<file path="src/rtl/core/dtce_pkg.sv">
// dtce_pkg: shared types and constants for the ticket cipher extractor.
// Used by every module under rtl/core; depends on nothing.
package dtce_pkg;

	localparam int MAX_TICKET_BYTES = 65536;
	localparam int CHECKSUM_BYTES   = 16;
	localparam int POS_W            = $clog2(MAX_TICKET_BYTES + 1);

	localparam logic [31:0] ETYPE_RC4 = 32'd23;

	localparam logic [7:0] TAG_APP1 = 8'h61;
	localparam logic [7:0] TAG_SEQ  = 8'h30;
	localparam logic [7:0] TAG_CTX0 = 8'hA0;
	localparam logic [7:0] TAG_CTX1 = 8'hA1;
	localparam logic [7:0] TAG_CTX2 = 8'hA2;
	localparam logic [7:0] TAG_CTX3 = 8'hA3;
	localparam logic [7:0] TAG_INT  = 8'h02;
	localparam logic [7:0] TAG_OCT  = 8'h04;

	localparam logic [1:0] ST_OK        = 2'd0;
	localparam logic [1:0] ST_MALFORMED = 2'd1;
	localparam logic [1:0] ST_EMPTY     = 2'd2;
	localparam logic [1:0] ST_SHORT     = 2'd3;

	typedef struct packed {
		logic [7:0] data_byte;
		logic       last_byte;
	} tkt_in_t;

	typedef struct packed {
		logic [7:0]         cipher_byte;
		logic               byte_valid;
		logic               is_checksum;
		logic signed [31:0] etype;
		logic               done_res;
		logic [1:0]         status;
	} tkt_res_t;

endpackage

</file>
<file path="src/rtl/core/dtce_parse.sv">
// dtce_parse: TLV walker state and per-byte next-state / result logic.
// Depends on dtce_pkg.
module dtce_parse (
	input  logic              clk,
	input  logic              arst_n,
	input  logic              valid,
	input  logic              commit,
	input  dtce_pkg::tkt_in_t data,
	output logic              res_pend,
	output dtce_pkg::tkt_res_t res
);
	import dtce_pkg::*;

	localparam logic [3:0] PH_OUTER  = 4'd0;
	localparam logic [3:0] PH_FIRST  = 4'd1;
	localparam logic [3:0] PH_INNER  = 4'd2;
	localparam logic [3:0] PH_SKIP   = 4'd3;
	localparam logic [3:0] PH_CTX3   = 4'd4;
	localparam logic [3:0] PH_ED     = 4'd5;
	localparam logic [3:0] PH_CTX0   = 4'd6;
	localparam logic [3:0] PH_INT    = 4'd7;
	localparam logic [3:0] PH_AFTER0 = 4'd8;
	localparam logic [3:0] PH_KVNO   = 4'd9;
	localparam logic [3:0] PH_CTX2   = 4'd10;
	localparam logic [3:0] PH_OCTET  = 4'd11;
	localparam logic [3:0] PH_DONE   = 4'd12;

	localparam logic [1:0] HS_TAG  = 2'd0;
	localparam logic [1:0] HS_LEN  = 2'd1;
	localparam logic [1:0] HS_LENX = 2'd2;
	localparam logic [1:0] HS_BODY = 2'd3;

	localparam logic [POS_W-1:0] POS_MAX = POS_W'(MAX_TICKET_BYTES);
	localparam logic [POS_W-1:0] CHK_N   = POS_W'(CHECKSUM_BYTES);

	logic [3:0]             phase_q, nphase, tph;
	logic [1:0]             hs_q, nhs;
	logic [POS_W-1:0]       pos_q, npos;
	logic [5:0][POS_W-1:0]  cend_q;
	logic [31:0]            len_q, nlen;
	logic [2:0]             lbl_q, nlbl;
	logic [31:0]            typ_q, ntyp;
	logic [1:0]             skip_q, nskip;
	logic [POS_W-1:0]       ccnt_q, nccnt;
	logic                   err_q, nerr;

	logic                   wr_en;
	logic [2:0]             wr_idx;
	logic [POS_W-1:0]       wr_val;
	logic                   emit, chk, hdr_fire, body_fin, tag_hold;
	logic [31:0]            hdr_len;
	logic [POS_W-1:0]       start, lim, pe;
	logic                   known;
	logic [1:0]             st;

	function automatic logic [POS_W-1:0] parent_end(input logic [3:0] ph,
			input logic [5:0][POS_W-1:0] ce);
		case (ph)
			PH_FIRST, PH_INNER:                      return ce[0];
			PH_SKIP, PH_CTX3:                        return ce[1];
			PH_ED:                                   return ce[2];
			PH_CTX0, PH_AFTER0, PH_KVNO, PH_CTX2:    return ce[3];
			PH_INT:                                  return ce[4];
			PH_OCTET:                                return ce[5];
			default:                                 return POS_MAX;
		endcase
	endfunction

	function automatic logic tag_ok(input logic [3:0] ph, input logic [7:0] b);
		case (ph)
			PH_OUTER:        return b == TAG_APP1;
			PH_INNER, PH_ED: return b == TAG_SEQ;
			PH_CTX3:         return b == TAG_CTX3;
			PH_CTX0:         return b == TAG_CTX0;
			PH_INT:          return b == TAG_INT;
			PH_KVNO:         return b == TAG_CTX1;
			PH_CTX2:         return b == TAG_CTX2;
			PH_OCTET:        return b == TAG_OCT;
			default:         return 1'b1;
		endcase
	endfunction

	always_comb begin
		nphase   = phase_q;
		nhs      = hs_q;
		nlen     = len_q;
		nlbl     = lbl_q;
		ntyp     = typ_q;
		nskip    = skip_q;
		nccnt    = ccnt_q;
		nerr     = err_q;
		wr_en    = 1'b0;
		wr_idx   = 3'd0;
		wr_val   = cend_q[0];
		emit     = 1'b0;
		chk      = 1'b0;
		hdr_fire = 1'b0;
		hdr_len  = 32'd0;
		body_fin = 1'b0;
		tag_hold = 1'b0;
		tph      = phase_q;
		pe       = parent_end(phase_q, cend_q);
		start    = pos_q + POS_W'(1);
		lim      = parent_end(phase_q, cend_q);

		if (err_q || phase_q == PH_DONE) begin
			// ignore everything until the last byte
		end else if (pos_q >= POS_MAX) begin
			nerr = 1'b1;
		end else begin
			case (hs_q)
				HS_BODY: begin
					if (phase_q == PH_INT) begin
						ntyp = {typ_q[23:0], data.data_byte};
					end else if (phase_q == PH_OCTET) begin
						chk   = (typ_q == ETYPE_RC4) && (ccnt_q < CHK_N);
						nccnt = ccnt_q + POS_W'(1);
						emit  = 1'b1;
					end
					nlen = len_q - 32'd1;
					if (nlen == 32'd0)
						body_fin = 1'b1;
				end
				HS_TAG: begin
					if (phase_q == PH_FIRST) begin
						pe = cend_q[0];
						if (pos_q >= cend_q[0]) begin
							nerr     = 1'b1;
							tag_hold = 1'b1;
						end else if (data.data_byte == TAG_SEQ) begin
							tph = PH_INNER;
						end else begin
							// no inner sequence: skip region bounded by the outer element
							tph    = PH_SKIP;
							wr_en  = 1'b1;
							wr_idx = 3'd1;
							wr_val = cend_q[0];
						end
					end else if (phase_q == PH_AFTER0) begin
						if (pos_q < cend_q[4])
							tag_hold = 1'b1;
						else
							tph = (data.data_byte == TAG_CTX1) ? PH_KVNO : PH_CTX2;
						pe = parent_end(tph, cend_q);
					end
					if (!tag_hold) begin
						nphase = tph;
						if (pos_q >= pe || !tag_ok(tph, data.data_byte))
							nerr = 1'b1;
						else
							nhs = HS_LEN;
					end
				end
				HS_LEN: begin
					if (pos_q >= pe) begin
						nerr = 1'b1;
					end else if (data.data_byte[7]) begin
						if (data.data_byte[6:0] == 7'd0 || data.data_byte[6:0] > 7'd4) begin
							nerr = 1'b1;
						end else begin
							nlbl = data.data_byte[2:0];
							nlen = 32'd0;
							nhs  = HS_LENX;
						end
					end else begin
						nlen     = {24'd0, data.data_byte};
						hdr_fire = 1'b1;
						hdr_len  = nlen;
					end
				end
				HS_LENX: begin
					if (pos_q >= pe) begin
						nerr = 1'b1;
					end else begin
						nlen = {len_q[23:0], data.data_byte};
						nlbl = lbl_q - 3'd1;
						if (lbl_q == 3'd1) begin
							hdr_fire = 1'b1;
							hdr_len  = nlen;
						end
					end
				end
				default: begin
					nerr = 1'b1;
				end
			endcase
		end

		// header complete: bound check against the enclosing element
		if (hdr_fire) begin
			if (start > lim || hdr_len > {{(32-POS_W){1'b0}}, lim - start}) begin
				nerr = 1'b1;
			end else begin
				nhs    = HS_TAG;
				wr_val = start + hdr_len[POS_W-1:0];
				case (phase_q)
					PH_OUTER: begin wr_en = 1'b1; wr_idx = 3'd0; nphase = PH_FIRST; end
					PH_INNER: begin wr_en = 1'b1; wr_idx = 3'd1; nphase = PH_SKIP;  end
					PH_CTX3:  begin wr_en = 1'b1; wr_idx = 3'd2; nphase = PH_ED;    end
					PH_ED:    begin wr_en = 1'b1; wr_idx = 3'd3; nphase = PH_CTX0;  end
					PH_CTX0:  begin wr_en = 1'b1; wr_idx = 3'd4; nphase = PH_INT;   end
					PH_CTX2:  begin wr_en = 1'b1; wr_idx = 3'd5; nphase = PH_OCTET; end
					PH_INT: begin
						if (hdr_len == 32'd0 || hdr_len > 32'd4) begin
							nerr = 1'b1;
						end else begin
							ntyp = 32'd0;
							nhs  = HS_BODY;
						end
					end
					default: begin
						if (hdr_len == 32'd0)
							body_fin = 1'b1;
						else
							nhs = HS_BODY;
					end
				endcase
			end
		end

		if (body_fin) begin
			nhs = HS_TAG;
			case (phase_q)
				PH_SKIP: begin
					if (skip_q >= 2'd2)
						nphase = PH_CTX3;
					else
						nskip = skip_q + 2'd1;
				end
				PH_INT:  nphase = PH_AFTER0;
				PH_KVNO: nphase = PH_CTX2;
				default: nphase = PH_DONE;
			endcase
		end

		npos  = (pos_q < POS_MAX) ? pos_q + POS_W'(1) : pos_q;
		known = nphase inside {[PH_AFTER0:PH_DONE]};

		if (nerr || nphase != PH_DONE || npos < cend_q[0])
			st = ST_MALFORMED;
		else if (nccnt == '0)
			st = ST_EMPTY;
		else if (ntyp == ETYPE_RC4 && nccnt < CHK_N)
			st = ST_SHORT;
		else
			st = ST_OK;

		res_pend        = valid && (emit || data.last_byte);
		res.cipher_byte = emit ? data.data_byte : 8'd0;
		res.byte_valid  = emit;
		res.is_checksum = emit && chk;
		res.etype       = known ? ntyp : 32'd0;
		res.done_res    = data.last_byte;
		res.status      = data.last_byte ? st : ST_OK;
	end

	always_ff @(posedge clk or negedge arst_n) begin
		if (!arst_n) begin
			phase_q <= PH_OUTER;
			hs_q    <= HS_TAG;
			pos_q   <= '0;
			len_q   <= '0;
			lbl_q   <= '0;
			typ_q   <= '0;
			skip_q  <= '0;
			ccnt_q  <= '0;
			err_q   <= 1'b0;
		end else if (commit) begin
			if (data.last_byte) begin
				// ticket ends: back to the reset state for the next one
				phase_q <= PH_OUTER;
				hs_q    <= HS_TAG;
				pos_q   <= '0;
				len_q   <= '0;
				lbl_q   <= '0;
				typ_q   <= '0;
				skip_q  <= '0;
				ccnt_q  <= '0;
				err_q   <= 1'b0;
			end else begin
				phase_q <= nphase;
				hs_q    <= nhs;
				pos_q   <= npos;
				len_q   <= nlen;
				lbl_q   <= nlbl;
				typ_q   <= ntyp;
				skip_q  <= nskip;
				ccnt_q  <= nccnt;
				err_q   <= nerr;
			end
		end
	end

	// container ends: each is written before it is read within a ticket
	always_ff @(posedge clk) begin
		if (commit && wr_en)
			cend_q[wr_idx] <= wr_val;
	end

endmodule

</file>
<file path="src/rtl/core/dtce_outreg.sv">
// dtce_outreg: result register on the output channel.
// Depends on dtce_pkg.
module dtce_outreg (
	input  logic               clk,
	input  logic               arst_n,
	input  logic               load,
	input  dtce_pkg::tkt_res_t load_word,
	output logic               free,
	output logic               res_valid,
	input  logic               res_stall,
	output dtce_pkg::tkt_res_t res_data
);
	import dtce_pkg::*;

	logic     valid_q;
	tkt_res_t word_q;

	assign free      = !valid_q || !res_stall;
	assign res_valid = valid_q;
	assign res_data  = word_q;

	always_ff @(posedge clk or negedge arst_n) begin
		if (!arst_n)
			valid_q <= 1'b0;
		else if (free)
			valid_q <= load;
	end

	always_ff @(posedge clk) begin
		if (load && free)
			word_q <= load_word;
	end

endmodule

</file>
<file path="src/rtl/core/der_ticket_cipher_extractor_top.sv">
// Ticket cipher extractor, top level: input register, parser, result register.
// Depends on dtce_pkg, dtce_parse and dtce_outreg.
//
// Takes one ticket byte per word and emits a result word for each ciphertext
// byte and for the byte marked last (merged when both fall on the same byte);
// other bytes produce nothing. One byte per cycle is sustained unless the
// result register stalls: the parser state is updated from the input
// register, and a result word passes through the input register and then
// the result register. A stalled result register holds the byte in the
// input register; the input register is free again as soon as its byte
// either leaves without a result or moves into the result register.
// Status on the last word: 0 ok, 1 malformed, 2 empty cipher,
// 3 etype 23 with fewer than 16 cipher bytes. Words already emitted for a
// ticket that ends malformed are to be dropped by the consumer.
module der_ticket_cipher_extractor_top (
	input  logic               clk,
	input  logic               arst_n,
	input  logic               src_valid,
	output logic               src_stall,
	input  dtce_pkg::tkt_in_t  src_data,
	output logic               res_valid,
	input  logic               res_stall,
	output dtce_pkg::tkt_res_t res_data
);
	import dtce_pkg::*;

	logic     valid_s1;
	tkt_in_t  word_s1;
	logic     res_pend, out_free, go;
	tkt_res_t res_word;

	assign go        = valid_s1 && (!res_pend || out_free);
	assign src_stall = valid_s1 && !go;

	always_ff @(posedge clk or negedge arst_n) begin
		if (!arst_n)
			valid_s1 <= 1'b0;
		else if (!src_stall)
			valid_s1 <= src_valid;
	end

	always_ff @(posedge clk) begin
		if (src_valid && !src_stall)
			word_s1 <= src_data;
	end

	dtce_parse u_parse (
		.clk      (clk),
		.arst_n   (arst_n),
		.valid    (valid_s1),
		.commit   (go),
		.data     (word_s1),
		.res_pend (res_pend),
		.res      (res_word)
	);

	dtce_outreg u_outreg (
		.clk       (clk),
		.arst_n    (arst_n),
		.load      (res_pend && go),
		.load_word (res_word),
		.free      (out_free),
		.res_valid (res_valid),
		.res_stall (res_stall),
		.res_data  (res_data)
	);

`ifndef SYNTHESIS
	a_s1_held: assert property (@(posedge clk) disable iff (!arst_n)
		valid_s1 && !go |=> valid_s1 && $stable(word_s1))
		else $error("input register lost a byte while stalled");

	a_res_meaningful: assert property (@(posedge clk) disable iff (!arst_n)
		res_valid |-> (res_data.byte_valid || res_data.done_res))
		else $error("result word carries neither a byte nor done");

	a_status_at_done: assert property (@(posedge clk) disable iff (!arst_n)
		res_valid && !res_data.done_res |-> res_data.status == ST_OK)
		else $error("status set on a word that is not done");

	a_chk_with_byte: assert property (@(posedge clk) disable iff (!arst_n)
		res_valid && res_data.is_checksum |-> res_data.byte_valid)
		else $error("checksum mark without a cipher byte");
`endif

endmodule
</file>
<file path="config.mk">
export PLATFORM = sky130hd
export DESIGN_NAME = der_ticket_cipher_extractor_top
export DESIGN_NICKNAME = d
export VERILOG_FILES = /design/src/rtl/core/dtce_pkg.sv /design/src/rtl/core/dtce_parse.sv /design/src/rtl/core/dtce_outreg.sv /design/src/rtl/core/der_ticket_cipher_extractor_top.sv
export SDC_FILE = /design/constraint.sdc
export NUM_CORES = 1
export LEC_CHECK = 0
export ABC_CLOCK_PERIOD_IN_PS = 6300
export BUFFER_PORTS_ARGS = -buffer_cell sky130_fd_sc_hd__buf_4
export CAP_MARGIN = 30
export CORE_UTILIZATION = 45
export DETAILED_ROUTE_END_ITERATION = 12
export MAX_ROUTING_LAYER = met4
export SKIP_CTS_REPAIR_TIMING = 1
export SYNTH_ARGS = -nofsm -noshare
export SYNTH_HDL_FRONTEND = slang
export SYNTH_SLANG_ARGS = --single-unit
</file>
<file path="constraint.sdc">
create_clock -name clk -period 6.3 [get_ports clk]
set_input_delay 0.945 -clock clk [delete_from_list [all_inputs] [get_ports clk]]
set_output_delay 0.945 -clock clk [all_outputs]
set_load 0.01 [all_outputs]
</file>
Word level (Yosys, flattened, before mapping):

Index checks and enable logic that the tools add are counted.

* register bits: 268
* bits of input ports: 13
* output and inout port bits: 47
* logic and storage cells: 328

* $add $sub $neg: 7
* order comparisons: 18
* eq/ne operators: 54
* mux-type cells: 170
* bitwise operators: 1
* reductions and logical operators: 52

Operators by type and width (number)
* 32-bit 2-to-1 mux: 21
* 17-bit 2-to-1 mux: 16
* 17-bit case mux with 6 select lines: 2
* 102-bit bitwise mux: 1
* 32-bit case mux with 3 select lines: 1
* 4-bit 2-to-1 mux: 21
* 32-bit by 5-bit == test with 1-bit output (second input constant): 2
* 32-bit logical NOT: 2
* 32-bit case mux with 2 select lines: 1
* 1-bit 2-to-1 mux: 62
* 17-bit demux with 3-bit select: 1
* 17-bit greater-or-equal comparator: 3
* 4-bit by 3-bit == test with 1-bit output (second input constant): 12
* 4-bit == test (second input constant): 12
* 3-bit 2-to-1 mux: 14
* 2-bit 2-to-1 mux: 20
* 17-bit by 1-bit adder with 17-bit output (second input constant): 2
* 17-bit < comparator: 2
* 17-bit by 5-bit < comparator with 1-bit output (second input constant): 2
* 8-bit == test (second input constant): 4
* 32-bit by 17-bit greater-than comparator with 1-bit output: 1
* 32-bit by 3-bit greater-than comparator with 1-bit output (second input constant): 1
* 32-bit by 1-bit subtractor with 32-bit output (second input constant): 1
* 4-bit case mux with 6 select lines: 1
* other kinds (51): 97

Depth between registers and ports, before layout:

* depth in word-level cells: 34
* gate-level depth with buffers: 35
* mapped depth without buffers: 32

Modules after synthesis:

Synthesis repeated with hierarchy kept, for this count alone.

* cell total of the unflattened synthesis: 1951
* area, all modules: 18221.2 um2

Modules (own cells, without submodules)
* dtce_parse: times used 1, cells each 1884, area each 16472.0 um2, seq. area each 5815.6 um2
* dtce_outreg: times used 1, cells each 49, area each 1398.8 um2, seq. area each 1376.3 um2
* der_ticket_cipher_extractor_top: times used 1, cells each 18, area each 350.3 um2, seq. area each 295.3 um2

Worst setup path after synthesis:

Ideal clock, no wire load.

* path type: register to register
* start: register u_parse.phase_q[2]
* end: register u_parse.cend_q[17] (netlist bit), enable pin
* library setup time: 0.397 ns
* data arrival time: 6.343 ns
* required time: 5.903 ns
* slack: -0.440 ns
* stages on the path, launching flop included: 31
* path buffers: 5
* clock period less this slack: 6.740 ns
* cell sequence: dfrtp_1 -> buf_4 -> clkbuf_1 -> and3_1 -> a21oi_1 -> nor2_1 -> clkbuf_1 -> a221oi_1 -> inv_1 -> ha_1 -> nor2b_1 -> o21ai_1 -> a21oi_1 -> o21ai_0 -> a21boi_1 -> o2111ai_1 -> a21oi_1 -> or4_1 -> nand2_1 -> xor2_1 -> ha_1 -> nand4_1 -> nor4_1 -> o2bb2ai_1 -> o31ai_1 -> o311a_1 -> nand2_1 -> clkbuf_1 -> buf_1 -> o21ai_0 -> a21oi_1

* cells in the longest elaborated chain, start to end: 13
* elaborated cells on any way between the ends: 52
* classes of those cells: 1 x add/sub; 3 x order compare; 12 x eq/ne; 23 x mux; 13 x reduce/logical

Ends and longest elaborated chain
* from (decl): RTL line dtce_parse.sv:36 `logic [3:0] phase_q, nphase, tph;`
* from (signal assigned): RTL line dtce_parse.sv:281 `phase_q <= nphase;`
* 4-bit by 3-bit == test with 1-bit output, or another cell as far along: RTL line dtce_parse.sv:58, dtce_parse.sv:196
* 4-bit OR reduction / 2-bit OR reduction (equally long branches): RTL line dtce_parse.sv:58 `case (ph)`
* 17-bit case mux with 6 select lines: RTL line dtce_parse.sv:58
* 17-bit greater-or-equal comparator: RTL line dtce_parse.sv:155, dtce_parse.sv:172
* 32-bit 2-to-1 mux, on equally long branches: RTL line dtce_parse.sv:172, dtce_parse.sv:155
* 32-bit case mux with 2 select lines: RTL line dtce_parse.sv:111 `case (hs_q)`
* 32-bit 2-to-1 mux: RTL line dtce_parse.sv:108 `end else if (pos_q >= POS_MAX) begin`
* 32-bit 2-to-1 mux: RTL line dtce_parse.sv:106 `if (err_q || phase_q == PH_DONE) begin`
* 32-bit by 17-bit greater-than comparator with 1-bit output: RTL line dtce_parse.sv:191 `if (start > lim || hdr_len > {{(32-POS_W){1'b0}}, lim - start}) begin`
* 1-bit logical OR: RTL line dtce_parse.sv:191
* 1-bit 2-to-1 mux: RTL line dtce_parse.sv:191
* 1-bit 2-to-1 mux: RTL line dtce_parse.sv:190 `if (hdr_fire) begin`
* 1-bit logical AND (*): RTL line dtce_parse.sv:296 `if (commit && wr_en)`
* to (signal, indexed assignment): RTL line dtce_parse.sv:297 `cend_q[wr_idx] <= wr_val;`
* to (decl): RTL line dtce_parse.sv:39 `logic [5:0][POS_W-1:0] cend_q;`

Mark *: on every way between the ends. The rest lies on a longest branch, timed or not.
A chain may end at the register's enable or synchronous reset.

Worst setup path in the final report:

* start: register u_parse.phase_q[2]
* end: register u_outreg.word_q (netlist bit u_outreg.res_data[25]) (data pin)

* cells in the longest elaborated chain, start to end: 23
* elaborated cells on any way between the ends: 80
* classes of those cells: 1 x add/sub; 6 x order compare; 12 x eq/ne; 51 x mux; 10 x reduce/logical

Ends and longest elaborated chain
* branches (longest 23 deep; another with 32-bit by 17-bit greater-than comparator with 1-bit output)
* to (signal assigned): RTL line dtce_outreg.sv:31 `word_q <= load_word;`
* to (decl): RTL line dtce_outreg.sv:16 `tkt_res_t word_q;`

Parallel ways; which one is timed is not known. The select of a mux whose other input is x is not followed.

==> results_tabular.tex <==
\begin{tabular}{lr}
\hline
Metric & Value \\
\hline
\multicolumn{2}{l}{\textbf{Run status}} \\
\quad Status & complete, no violations \\
\multicolumn{2}{l}{\textbf{Global routing}} \\
\quad Wire length of the first global-routing pass & 87200 µm \\
\quad Number of global-route vias before repair & roughly 15000 \\
\quad GRT Residual Overflow & 0 \\
\quad Antenna violations before repair & 0 \\
\quad Largest net degree at the start of global routing & 65 \\
\quad Total routing resource utilization after global routing & roughly 28\% \\
\multicolumn{2}{l}{\textbf{Worst setup path}} \\
\quad FF-to-FF setup slack & 0.15 ns \\
\quad Crit. End Element & flip-flop \\
\quad Reg2reg start & u\_parse.phase\_q[2]\$\_DFFE\_PN0P\_ \\
\quad Type of the worst setup path & flip-flop to flip-flop \\
\quad Library cell contributing the largest single delay on the critical path & sky130\_fd\_sc\_hd\_\_or4\_4 \\
\quad Maximum single-stage delay on the critical path & 0.49 ns \\
\quad Critical Path RT & $\sim$6.6 ns \\
\quad Crit-path most repeated cell & sky130\_fd\_sc\_hd\_\_buf\_4 \\
\quad Data arrival time of the critical path & between 6 and 7 ns \\
\quad Largest fanout on the critical path & 23 \\
\quad Worst reg2reg path depth & 28 \\
\quad Worst reg2reg path endpoint & u\_outreg.res\_data[25]\$\_SDFFCE\_PN0P\_ \\
\quad Startpoint class of the critical path & flip-flop \\
\quad Crit. Startpoint & u\_parse.phase\_q[2]\$\_DFFE\_PN0P\_ \\
\quad Endpoint of the most critical setup path & u\_outreg.res\_data[25]\$\_SDFFCE\_PN0P\_ \\
\multicolumn{2}{l}{\textbf{Clock network}} \\
\quad Clock-pin slew of the registers on the worst-case setup and hold paths & around 0.060 ns \\
\quad Worst-case clock buffer depth & 3 \\
\quad Master cell of the clock root buffer & sky130\_fd\_sc\_hd\_\_clkbuf\_16 \\
\quad Number of buffers created by CTS & 31 \\
\quad Insertion delay of the later-clocked pin in the worst-skew pair & roughly 0.58 ns \\
\quad Number of H-tree levels & 1 \\
\quad Clock sink count & approximately 270 \\
\quad CTS tree & yes \\
\multicolumn{2}{l}{\textbf{Drt}} \\
\quad 1st-iter DRT viols & around 1300 \\
\quad Via density per instance & just over 6 \\
\quad Vias after detailed routing & around 16000 \\
\quad Post-route DRC & 0 \\
\quad Antenna viol nets, final & 0 \\
\quad Detailed-route wire length per cell & 21.6 µm \\
\quad DR pass1 iterations & 6 \\
\quad Sum of routed wire length over all layers & 57000 µm \\
\multicolumn{2}{l}{\textbf{Layout}} \\
\quad Core utilization of the finished layout & 55.8\% \\
\quad Relative area change from synthesis to final layout & 22.4\% \\
\quad Count of nets after finishing & 2258 \\
\quad Number of filler cells placed in the layout & around 3600 \\
\quad Sequential cell area & 7490 µm² \\
\quad Layout cell share with drive strength beyond 1 & 21.3\% \\
\quad Area taken by multi-input logic gates & roughly 10000 µm² \\
\quad \# diodes & 0 \\
\multicolumn{2}{l}{\textbf{Yosys}} \\
\quad Post-synthesis async set-or-reset flop share & 41.8\% \\
\quad Cell taking the most area after synthesis & sky130\_fd\_sc\_hd\_\_edfxtp\_1 \\
\quad Post-synthesis sequential area ratio & roughly two fifths \\
\quad Synth Area in Simple Gates & between 10\% and 20\% \\
\quad Compound-gate portion of the synthesized area & 19.7\% \\
\quad Post-synthesis adder-cell area fraction & around a tenth \\
\quad Number of enable-type register cells in the synthesized netlist & about 160 \\
\quad Leading post-synthesis cells by instance count & sky130\_fd\_sc\_hd\_\_nand2\_1, sky130\_fd\_sc\_hd\_\_edfxtp\_1, sky130\_fd\_sc\_hd\_\_nor2\_1 \\
\quad Area of the mapped netlist & 18100 µm² \\
\quad Prevailing post-synth register cell & sky130\_fd\_sc\_hd\_\_edfxtp\_1 \\
\quad Post-synthesis net count & a little over 2000 \\
\quad Count of different cell masters after synthesis & 95 \\
\quad Count leader, synth & sky130\_fd\_sc\_hd\_\_nand2\_1 \\
\quad Cell types occupying the most area after synthesis & sky130\_fd\_sc\_hd\_\_edfxtp\_1, sky130\_fd\_sc\_hd\_\_dfrtp\_1, sky130\_fd\_sc\_hd\_\_ha\_1 \\
\quad Share of the synthesized area in the top cell type & between 20\% and 30\% \\
\quad Cells after Synth & 1909 \\
\quad Total of flip-flops plus latches after synthesis & 268 \\
\quad Area share of xor/xnor cells in the synthesized design & under 10\% \\
\quad Combinational family with the most area after synthesis & compound AO/OA/AOI/OAI gates \\
\quad Yosys warns & 0 \\
\quad Average size of a mapped cell & roughly 9.5 µm² \\
\quad Multiplexer fraction of the synthesized cell area & 2.29\% \\
\multicolumn{2}{l}{\textbf{STA}} \\
\quad Worst Setup Slack, final & around 0.15 ns \\
\quad Clk\_skew & about 0.020 ns \\
\quad Post-route worst hold slack & roughly 0.47 ns \\
\quad Highest attainable clock frequency & between 0.15 and 0.2 GHz \\
\quad Number of pins exceeding their max-slew limit in the final report & 0 \\
\quad Transition time at the pin with the least slew margin & 0.971 ns \\
\quad Number of hold violations in the final report & 0 \\
\quad Worst slew margin & a little over a third \\
\quad Post-route setup TNS & 0 ns \\
\quad Setup violations, final & 0 \\
\quad Final min period & 6.15 ns \\
\quad Share of the cycle needed by the critical path after routing & a little over nine tenths \\
\quad Unrepaired setup endpoints after global routing & true \\
\multicolumn{2}{l}{\textbf{Floorplanning}} \\
\quad Die outline height & between 200 and 250 µm \\
\quad \# rows & 73 \\
\quad Core box area & approximately 40000 µm² \\
\quad Die Wd & 202 µm \\
\quad Area enclosed by the die boundary & roughly 41000 µm² \\
\quad I/O pin count & 60 \\
\quad Initial cell density of the core & 45.6\% \\
\multicolumn{2}{l}{\textbf{Pwr}} \\
\quad Areal power density over the cells & about 250 nW/µm² \\
\quad Worst voltage drop across the vdd grid & about 0.21 mV \\
\quad Static leakage power & between 0.009 and 0.01 µW \\
\multicolumn{2}{l}{\textbf{Place}} \\
\quad Pre-CTS setup slack & -0.303 ns \\
\quad Weighted congestion reported at the end of routability-driven placement & between 0.9 and 1 \\
\quad Final HPWL from detailed placement & approximately 42000 µm \\
\quad Count of port buffers added during placement & 59 \\
\multicolumn{2}{l}{\textbf{Min path}} \\
\quad Min-delay worst type & input pin to async pin \\
\multicolumn{2}{l}{\textbf{Job}} \\
\quad MaxCap Viol Count & 0 \\
\hline
\end{tabular}
==> sequential cells by signal (all words and copies together), names as in the netlist, 2 cells and up <==
signal and flops:
word_s1 9, u_parse.phase_q 4, u_parse.ccnt_q 17, u_parse.typ_q 32, u_parse.lbl_q 3, u_parse.hs_q 2, u_parse.len_q 32, u_parse.cend_q 102
u_parse.pos_q 17, u_parse.skip_q 2, u_outreg.res_data 45
==> worst max-delay path: cells and delay by family (launching register included) <==
| family | cells | cell delay, ns |
|---|---|---|
| AO/OA/AOI/OAI | 10 | 2.20 |
| buffers and inverters | 6 | 0.89 |
| adder cells (fa/ha/maj) | 2 | 0.47 |
| flip-flops | 1 | 0.44 |
| AND/OR/NAND/NOR | 9 | 1.69 |
| XOR/XNOR | 1 | 0.19 |
==> cell families after synthesis <==
kind of cell / Yosys count
DFF: 268
AOI/OAI and AO/OA: 522
and+or+nand+nor: 644
xor gates and xnor gates: 74
muxes: 41
buffers and inverters: 212
adders and majority gates: 148
==> metal layers <==
layer  track usage, %  part of all wire, %
met1             36.8                   44
met2             45.2                   47
met3             2.56                  5.2
met4             8.27                  3.1
met5                -                    0
==> layout by cell type, fill, tap and decap left out, types with 31 or more instances in the layout <==
master / instances
sky130_fd_sc_hd__buf_4: 239
sky130_fd_sc_hd__nand2_1: 181
sky130_fd_sc_hd__edfxtp_1: 156
sky130_fd_sc_hd__ha_1: 140
sky130_fd_sc_hd__nor2_1: 134
sky130_fd_sc_hd__o21ai_0: 112
sky130_fd_sc_hd__dfrtp_1: 110
sky130_fd_sc_hd__a21oi_1: 101
sky130_fd_sc_hd__inv_1: 94
sky130_fd_sc_hd__nand3_1: 60
sky130_fd_sc_hd__nor3_1: 44
sky130_fd_sc_hd__xnor2_1: 39
sky130_fd_sc_hd__mux2i_1: 37
sky130_fd_sc_hd__a22o_1: 37
sky130_fd_sc_hd__xor2_1: 34
sky130_fd_sc_hd__clkbuf_16: 33
sky130_fd_sc_hd__and2_1: 31
sky130_fd_sc_hd__o31ai_1: 31
==> how the worst min path moves through the flow <==
stage / startpoint / end / slack [ns]
after floorplan: word_s1[0]$_DFFE_PP_ / u_outreg.res_data[2]$_DFFE_PP_ / 0.42
after global placement: u_parse.typ_q[29]$_DFFE_PN0P_ / u_parse.typ_q[29]$_DFFE_PN0P_ / 0.51
after detailed placement: u_parse.typ_q[31]$_DFFE_PN0P_ / u_parse.typ_q[31]$_DFFE_PN0P_ / 0.52
after CTS: arst_n / u_parse.typ_q[19]$_DFFE_PN0P_ / 0.51
after global routing: src_data[0] / word_s1[0]$_DFFE_PP_ / 0.53
final: arst_n / u_parse.typ_q[11]$_DFFE_PN0P_ / 0.47
==> where the power goes <==
part	switching (µW)	internal, µW	leakage (µW)
Clock	743	1040	0.000487
Sequential	239	1970	0.00295
Combinational	955	550	0.00620
==> metrics by stage <==
step | total power (µW) | instance area (µm²) | std cells
after floorplan | 3190 | 18100 | 1909
after global placement | 3650 | 20300 | 2573
after detailed placement | 3660 | 20400 | 2575
after CTS | 5450 | 21400 | 2630
after global routing | 5740 | 22100 | 2644
final | 5500 | 22100 | 2644
==> area by class of cell <==
type	instances	area share (%)
inverter	102	1.73
tap	525	2.97
clock inverter	17	0.764
sequential	268	33.9
multi-input combinational	1429	46.8
clock buffer	38	3.72
timing repair buffer	265	10.2
Power figures use the tool's default switching activity.
